[src/hdl/gdbo_pkg.sv]
// ----------------------------------------------------------------------------
// gdbo_pkg: shared types and constants of the graph walker
// Field widths, operation and status codes, and the front to back item record.
// ----------------------------------------------------------------------------
`default_nettype none

package gdbo_pkg;

  localparam int NODE_W = 7;
  localparam int OP_W   = 2;
  localparam int ST_W   = 2;

  localparam int MAX_NODES_DEF = 64;
  localparam int MAX_EDGES_DEF = 1024;

  localparam logic [OP_W-1:0] OP_ADD = 2'd0;
  localparam logic [OP_W-1:0] OP_DFS = 2'd1;
  localparam logic [OP_W-1:0] OP_BFS = 2'd2;

  localparam logic [ST_W-1:0] ST_WALK   = 2'd0;
  localparam logic [ST_W-1:0] ST_STORED = 2'd1;
  localparam logic [ST_W-1:0] ST_DROP   = 2'd2;

  typedef enum logic [1:0] {
    K_ADD,
    K_BAD,
    K_DFS,
    K_BFS
  } kind_e;

  typedef struct packed {
    kind_e             kind;
    logic [NODE_W-1:0] node_a;
    logic [NODE_W-1:0] node_b;
  } item_t;

  typedef struct packed {
    logic  vld;
    item_t item;
  } cmd_t;

endpackage

`default_nettype wire

[src/hdl/gdbo_front.sv]
// ----------------------------------------------------------------------------
// gdbo_front: command intake
// Checks and classifies commands and holds them in a two-entry queue.
// ----------------------------------------------------------------------------
`default_nettype none

module gdbo_front #(
  parameter int MAX_NODES = gdbo_pkg::MAX_NODES_DEF
) (
  input  wire logic                        clk_i,
  input  wire logic                        rst_ni,
  input  wire logic                        start,
  output      logic                        busy,
  input  wire logic [gdbo_pkg::OP_W-1:0]   operation_i,
  input  wire logic [gdbo_pkg::NODE_W-1:0] node_a_i,
  input  wire logic [gdbo_pkg::NODE_W-1:0] node_b_i,
  output      gdbo_pkg::cmd_t              cmd_o,
  input  wire logic                        pop_i
);
  import gdbo_pkg::*;

  item_t      ent_q [2];
  logic       wp_q, rp_q;
  logic [1:0] cnt_q;
  logic       a_ok, b_ok, keep, push;
  item_t      item;

  assign a_ok = (node_a_i != '0) && (node_a_i <= NODE_W'(MAX_NODES));
  assign b_ok = (node_b_i != '0) && (node_b_i <= NODE_W'(MAX_NODES));

  always_comb begin
    item.node_a = node_a_i;
    item.node_b = node_b_i;
    item.kind   = K_BAD;
    keep        = 1'b0;
    case (operation_i)
      OP_ADD: begin
        keep      = 1'b1;
        item.kind = (a_ok && b_ok) ? K_ADD : K_BAD;
      end
      OP_DFS: begin
        keep      = a_ok;
        item.kind = K_DFS;
      end
      OP_BFS: begin
        keep      = a_ok;
        item.kind = K_BFS;
      end
      default: keep = 1'b0;
    endcase
  end

  assign busy = (cnt_q == 2'd2);
  assign push = start && !busy && keep;

  always_ff @(posedge clk_i) begin
    if (push) ent_q[wp_q] <= item;
  end

  always_ff @(posedge clk_i or negedge rst_ni) begin
    if (!rst_ni) begin
      wp_q  <= 1'b0;
      rp_q  <= 1'b0;
      cnt_q <= 2'd0;
    end else begin
      if (push) wp_q <= ~wp_q;
      if (pop_i) rp_q <= ~rp_q;
      cnt_q <= cnt_q + {1'b0, push} - {1'b0, pop_i};
    end
  end

  assign cmd_o.vld  = (cnt_q != 2'd0);
  assign cmd_o.item = ent_q[rp_q];

endmodule

`default_nettype wire

[config.mk]
export PLATFORM = sky130hd
export DESIGN_NAME = gdbo_front
export DESIGN_NICKNAME = d
export VERILOG_FILES = /design/src/hdl/gdbo_pkg.sv /design/src/hdl/gdbo_front.sv
export SDC_FILE = /design/constraint.sdc
export NUM_CORES = 1
export LEC_CHECK = 0
export ABC_AREA = 1
export BUFFER_PORTS_ARGS = -buffer_cell sky130_fd_sc_hd__buf_2
export CAP_MARGIN = 5
export CORE_AREA = 2 2 61 63
export DETAILED_ROUTE_END_ITERATION = 12
export DIE_AREA = 0 0 63 65
export PLACE_DENSITY = 0.7
export SKIP_CTS_REPAIR_TIMING = 1
export SLEW_MARGIN = 40
export SYNTH_ARGS = -nofsm -noshare
export SYNTH_HDL_FRONTEND = slang
export SYNTH_SLANG_ARGS = --single-unit
[constraint.sdc]
create_clock -name clk_i -period 4.3 [get_ports clk_i]
set_input_delay 0.215 -clock clk_i [delete_from_list [all_inputs] [get_ports clk_i]]
set_output_delay 0.215 -clock clk_i [all_outputs]
set_load 0.01 [all_outputs]
Yosys cells after proc, flatten, opt, wreduce, memory -nomap -nowiden --
Memories as Yosys holds them, arrays and structs flattened. Index checks and enable logic that the tools add are counted.
Operators by class: reductions and logical operators 11, equal/unequal tests 3, bitwise logic cells 2, multiplexer cells 5, magnitude comparators 2, add/sub/neg operators 2
Operators by type and width (number):
- <= comparator 7 bit (second input constant) | 2
- nonzero test 7 bit | 2
- case mux 2 bit (3 select lines) | 1
- logical AND 1 bit | 5
- equality test 2 bit (second input constant) | 2
- two-way mux 1 bit | 3
- adder 2 x 1 -> 2 bit | 1
- equality test 2 x 1 -> 1 bit (second input constant) | 1
- logical NOT 2 bit | 1
- inverter 1 bit | 2
- case mux 1 bit (2 select lines) | 1
- nonzero test 2 bit | 1
- OR reduction 2 bit | 1
- subtractor 2 x 1 -> 2 bit | 1
- logical NOT 1 bit | 1
Storage, ports and cells: input port bits 20, memories 1, register bits after elaboration 4, memory bits (writable) 32
Memory list:
- ent_q | depth 2, bits a word 16, rd ports 1, clocked after memory_dff 0, write ports 1, RTL line gdbo_front.sv:22 | item_t ent_q [2];

Logic depth before layout (Yosys ltp) --
Gate-level depths: netlist of run 1.
depth in word-level cells 6, gate-level depth with buffers 12

Worst setup path before layout of run 1 --
OpenSTA, ideal clock, no wires.
path kind flip-flop to flip-flop, from register cnt_q[1], to memory ent_q[1][0] in the netlist's numbering, enable pin, cell stages (with the launch flop) 6, library setup time 0.389 ns, arrival time 1.458 ns, required time 3.911 ns, path buffers 0, clock period less this slack 1.847 ns, slack 2.453 ns, cells stage by stage dfrtp_1 > inv_2 > nor2_2 > nor3b_4 > nand2_2 > nor2_1
Between the ends: word-level cells in the longest chain between the ends 6
RTL lines:
- start, declared | RTL line gdbo_front.sv:24 | logic [1:0] cnt_q;
- start signal, assigned | RTL line gdbo_front.sv:68 | cnt_q <= cnt_q + {1'b0, push} - {1'b0, pop_i};
- equality test 2 bit | RTL line gdbo_front.sv:53 | assign busy = (cnt_q == 2'd2);
- via busy | RTL line gdbo_front.sv:13 | output logic busy,
- logical NOT 1 bit | RTL line gdbo_front.sv:54 | assign push = start && !busy && keep;
- logical AND 1 bit (2 in series) | RTL line gdbo_front.sv:54
- two-way mux 1 bit | RTL line gdbo_front.sv:57 | if (push) ent_q[wp_q] <= item;
- two-way mux 1 bit (not written as such) | RTL line gdbo_front.sv:57
- end, declared | RTL line gdbo_front.sv:22
The timed path passes the listed nets, and every way through them passes these cells.

==> run_results.csv, run 1 <==
group,metric,value,unit
run_status,status,"finished clean",
final_layout,final_nets,174,
clock_network,clk_pin_slew,0.11,ns
synth,ys.warnings.count,0,
floorplan,core-area,3500,sq um
critical_path,crit_path_start_kind,"register",
synth,synth-seq-area-share,66.6,%
pwr,seq_power_share,49.3,%
placement,routabilityCongestion,0.732,
synth,synth_cell_types,22,
clock_network,cts_root_buf,"clkbuf_4",
detailed_routing,ant_nets,0,
final_layout,syn2layout_area_growth,19.4,%
floorplan,dieWidth,63,microns
timing,relSlewSlack,58.2,%
critical_path,critPathKind,"register to output pin",
synth,ys_ff_latch,36,
clock_network,cts.htree.levels,2,
global_routing,grt_use_total,15.1,%
critical_path,cp_max_fo,17,
detailed_routing,drc_errors,0,
synth,synth_area,1590,sq um
synth,ys.flop_type,"edfxtp_1",
pwr,vdd_drop_max,0.280,mV
placement,hpwl,1860,microns
floorplan,rows,22,
clock_network,cts_tree,"built",
pwr,internal-power,705,uW
detailed_routing,wl_per_cell,12.9,microns
synth,syn_avg_cell_area,15.0,sq um
detailed_routing,route.vias.total,927,
timing,tns,0,ns
timing,worstMarginPinSlew,0.626,ns
detailed_routing,via_per_inst,4.66,
clock_network,clock_latency,0.34,ns
detailed_routing,dr.pass1.iters,4,
timing,rsz0062_at_grt,"false",
global_routing,grt_pass1_vias,1006,
timing,finalSetupViolations,0,
floorplan,die_h,65,microns
synth,syn_nets,130,
timing,timing.final.ws_setup,2.53,ns
synth,syn-instance-count,106,
global_routing,grt_overflow,0,
synth,synth-edff-count,32,
job,drv_cap,0,
placement,port_buffers,37,
floorplan,pin_count,38,
pwr,p_clk_share,23.3,%
pwr,switchingPower,280,uW
pwr,p_per_area,518,nW/um^2
final_layout,drive_gt1_share,45.7,%
timing,hold_viol_final,0,
final_layout,diodes,0,
global_routing,grt_first_pass_wirelength,4570,microns
pwr,comb_power_share,27.4,%
global_routing,grt_max_degree,18,
critical_path,end_kind,"output pin",
timing,fin_crit,1.77,ns
worst_hold_path,hold_path_class,"input port to register",
clock_network,numCtsBuffers,5,
timing,period_share,41.1,%
synth,async_flop_share,11.1,%
critical_path,cp.required,4.09,ns
detailed_routing,drtIter0Drc,38,
clock_network,clock_sinks,36,
floorplan,dieArea,4100,sq um
timing,finClkSkew,0.0120,ns
pwr,leakage,0.817,nW
critical_path,worstPathArrival,1.55,ns
placement,preCtsSetupSlack,2.43,ns
timing,maxSlewViolCount,0,
floorplan,initial_core_util,45.6,%
detailed_routing,totalWireLength,2570,microns
timing,max_freq,0.566,GHz
global_routing,grt_antenna_before_repair,0,
pwr,sw_frac_of_total,28.4,%
clock_network,cts_buffer_depth,2,
routing by layer:
metal | track usage [%] | routed length, microns | up-vias | share of wire, %
met4 | 7.50 | 53 | 0 | 2.1
met5 | 0 | 0 | - | 0
li1 | - | - | 454 | -
met3 | 5.56 | 159 | 6 | 6.2
met2 | 28.2 | 1420 | 26 | 55
met1 | 14.6 | 939 | 441 | 37
power by group through the flow:
| stage | logic (mW) | clock network (mW) | registers (mW) |
|---|---|---|---|
| 3_5_place_dp | 0.277 | 0 | 0.495 |
| 4_1_cts | 0.278 | 0.233 | 0.488 |
| 3_3_place_gp | 0.269 | 0 | 0.490 |
| 2_1_floorplan | 0.247 | 0 | 0.452 |
| 6_report | 0.270 | 0.229 | 0.486 |
| 5_1_grt | 0.298 | 0.248 | 0.495 |
cell families (layout without fill, tap and decap cells):
kind of cell / count (synthesis) / count (layout) / share of synthesized area, %
simple gates: 31 / 31 / 9.82
buf+inv: 15 / 60 / 5.03
compound gates: 1 / 1 / 0.314
flops: 36 / 36 / 66.6
fa+ha+maj: 4 / 4 / 3.14
mux: 16 / 16 / 13.4
xor+xnor: 3 / 3 / 1.65
final cells by class:
| class | count | area, sq um |
|---|---|---|
| clock buffers | 6 | 41.3 |
| well taps | 48 | 60.1 |
| fillers | 318 | 1590 |
| clock inverters | 2 | 35.0 |
| multi-input cells | 55 | 452 |
| flip-flops and latches | 36 | 1060 |
| inverters | 13 | 48.8 |
| repair buffers | 39 | 203 |
worst max-delay path: stages, from the launching register on:
cell	delay, ns
dfrtp_2	0.69
mux2_2	0.39
buf_2	0.14
synth_stat cells (all sizes together), types with 2 or more instances:
library cell   n  area [sq um]
edfxtp        32           961
mux2          16           214
inv           13          48.8
nand2         12          50.1
nor2          11          43.8
dfrtp          4           100
ha             4          50.1
nand3          4          25.0
buf            2          31.3
or2            2          12.5
xor2           2          17.5
path summary, 6_finish.rpt:
kind                                          from               endpoint  slack (ns)  cells after the start
worst max-delay path              rp_q$_DFFE_PN0P_              cmd_o[15]        2.53                      2
worst min-delay path                   node_b_i[1]  ent_q[0][1]$_DFFE_PP_        0.07                      1
worst max register to register  cnt_q[1]$_DFF_PN0_     cnt_q[1]$_DFF_PN0_        2.56                      9
worst min register to register    wp_q$_DFFE_PN0P_       wp_q$_DFFE_PN0P_        0.50                      2
max in group asynchronous                   rst_ni       rp_q$_DFFE_PN0P_        3.96                      2
min in group asynchronous                   rst_ni     cnt_q[0]$_DFF_PN0_        0.20                      2
per-stage QoR:
stage          total power, mW  hold slack (ns)  cells  area, sq um  util (%)
2_1_floorplan            0.698          -0.0806    106         1590         -
3_3_place_gp             0.759           0.0227    190         1810      51.9
3_5_place_dp             0.772           0.0296    190         1810      51.9
4_1_cts                  0.999           -0.341    198         1890      54.1
5_1_grt                   1.04           0.0622    199         1900      54.4
6_report                 0.985           0.0733    199         1900      54.4
cell usage in the layout, fill, tap and decap left out, types with 2 or more instances in the layout:
master,instances
inv_1,12
buf_2,37
dfrtp_1,3
mux2_2,7
mux2_4,9
nand2_2,2
edfxtp_1,32
clkbuf_4,5
ha_1,4
nand2_1,10
xor2_1,2
nor2_1,10
nand3_1,3
registers in the layout, summed over array words and instances, names as in the netlist:
| register | count |
|---|---|
| wp_q | 1 |
| cnt_q | 2 |
| ent_q | 32 |
| rp_q | 1 |
No activity file was read; power rests on OpenSTA's default activity.
==> run 2, diff against run 1 <==
clock period = 1.7 ns   (was 4.3 ns; I/O delays follow)
==> run 2 against run 1 <==
Clock-buffer cell count decreased by 1. Final area increased by 9.7%. Sequential share of layout area decreased by 5.0 points. Routed wire length grew 2.1%. Via count up 6.0%. Critical endpoint is now cnt_q[1]$_DFF_PN0_. Total power increased by 140%. Core utilization increased by 5.3 points. Highest routed layer unchanged.
==> run_results.csv, run 2 (synthesis gave the netlist of run 1 again) <==
group,metric,value,unit
global_routing,grt_antenna_before_repair,0,
final_layout,mostFrequentLayoutCells,"buf_2 (37), edfxtp_1 (32), dlygate4sd3_1 (16)",
pwr,p_clk_share,17.0,%
critical_path,end_kind,"register",
pwr,p_per_area,1160,nW/um^2
worst_hold_path,hold_path_class,"input port to async pin",
pwr,finalPower,2.41,mW
clock_network,numCtsBuffers,5,
floorplan,pin_count,38,
timing,tns,0,ns
clock_network,clk_pin_slew,0.10,ns
clock_network,clock_sinks,36,
timing,finClkSkew,0.00381,ns
final_layout,fillerInstances,284,
critical_path,worstPathArrival,1.91,ns
pwr,comb_power_share,35.9,%
final_layout,top_register,"ent_q",
floorplan,core-area,3500,sq um
timing,max_freq,0.590,GHz
clock_network,clock_latency,0.33,ns
critical_path,r2r_start,"cnt_q[1]$_DFF_PN0_",
pwr,switchingPower,713,uW
critical_path,critPathKind,"register to register",
final_layout,largest_registers,"ent_q (32), cnt_q (2)",
floorplan,rows,22,
placement,routabilityCongestion,0.718,
detailed_routing,wl_per_cell,12.1,microns
detailed_routing,totalWireLength,2620,microns
global_routing,grt_pass1_vias,920,
floorplan,initial_core_util,45.6,%
timing,relSlewSlack,82.0,%
pwr,vdd_drop_max,0.588,mV
pwr,internal-power,1.70,mW
placement,port_buffers,37,
timing,worst_hold_slack,0.0870,ns
floorplan,die_h,65,microns
critical_path,cp_max_fo,2,
global_routing,grt_first_pass_wirelength,3930,microns
timing,fin_crit,1.69,ns
global_routing,grt_max_degree,17,
run_status,status,"finished clean",
detailed_routing,via_per_inst,4.53,
clock_network,cts.htree.levels,2,
global_routing,use_met3,5.56,%
floorplan,dieWidth,63,microns
final_layout,mostFrequentLayoutCell,"buf_2",
detailed_routing,ant_nets,0,
final_layout,syn2layout_area_growth,31.0,%
detailed_routing,drc_errors,0,
timing,period_share,99.7,%
critical_path,cp.required,1.92,ns
timing,finalSetupViolations,0,
clock_network,cts_buffer_depth,2,
detailed_routing,dr.pass1.iters,4,
global_routing,grt_overflow,0,
global_routing,grt_use_total,13.1,%
detailed_routing,route.vias.total,983,
detailed_routing,drtIter0Drc,22,
placement,place_area,1860,sq um
placement,hpwl,1740,microns
final_layout,diodes,0,
global_routing,top_usage_layer,"met2",
final_layout,largest_register_ffs,32,
global_routing,gr-usage-met2,23.8,%
global_routing,grt_use_met1,12.7,%
timing,rsz0062_at_grt,"true",
critical_path,ff2ff_setup_slack,0.005,ns
job,drv_cap,0,
critical_path,startpoint,"cnt_q[1]$_DFF_PN0_",
clock_network,cts_root_buf,"clkbuf_4",
pwr,seq_power_share,47.1,%
timing,worstMarginPinSlew,0.270,ns
critical_path,crit_path_start_kind,"register",
final_layout,drive_gt1_share,43.8,%
final_layout,final_nets,192,
pwr,sw_frac_of_total,29.6,%
timing,maxSlewViolCount,0,
timing,hold_viol_final,0,
pwr,leakage,0.894,nW
final_layout,stdcell_area,2090,sq um
final_layout,fin_util,59.7,%
floorplan,dieArea,4100,sq um
clock_network,cts_tree,"built",
## run 2: worst paths after layout
kind	end	cells past startpoint
min	cnt_q[0]$_DFF_PN0_	2
max	cnt_q[1]$_DFF_PN0_	9
max in group asynchronous	wp_q$_DFFE_PN0P_	2
min in group clk_i	ent_q[1][14]$_DFFE_PP_	3
min reg2reg	rp_q$_DFFE_PN0P_	1
max reg2reg	cnt_q[1]$_DFF_PN0_	9
## run 2: critical path, stage by stage, from the launching register on
cell and delay (ns):
dfrtp_1 0.40, inv_2 0.07, nor2_2 0.05, nor3b_4 0.22, nand2_2 0.08, ha_1 0.27
inv_1 0.04, ha_2 0.17, xnor2_2 0.13, xor2_1 0.16
## run 2: layout make-up
type,count,area [sq um],area share (%)
Inverter,13,48.8,2.34
Clock buffer,5,37.5,1.80
Clock inverter,3,13.8,0.660
Tap cell,48,60.1,2.88
Sequential cell,36,1060,50.9
Multi-Input combinational cell,55,464,22.3
Timing Repair Buffer,57,400,19.2
## run 2: per-layer routing
| metal | vias up | wire length (microns) |
|---|---|---|
| met5 | - | 0 |
| met2 | 28 | 1430 |
| li1 | 492 | - |
| met3 | 4 | 136 |
| met4 | 0 | 42 |
| met1 | 459 | 1020 |
## run 2: power groups by stage
stage          Clock, mW  Combinational (mW)  Sequential [mW]
6_report           0.410               0.864             1.13
5_1_grt            0.462               0.935             1.15
4_1_cts            0.425               0.828             1.14
3_5_place_dp           0               0.825             1.16
3_3_place_gp           0               0.811             1.15
2_1_floorplan          0               0.627             1.14
## run 2: stage by stage
stage | cells | worst slack, ns
2_1_floorplan | 106 | 0.0846
3_3_place_gp | 192 | 0.0574
3_5_place_dp | 192 | 0.00729
4_1_cts | 200 | -0.0297
5_1_grt | 217 | -0.0609
6_report | 217 | 0.00518
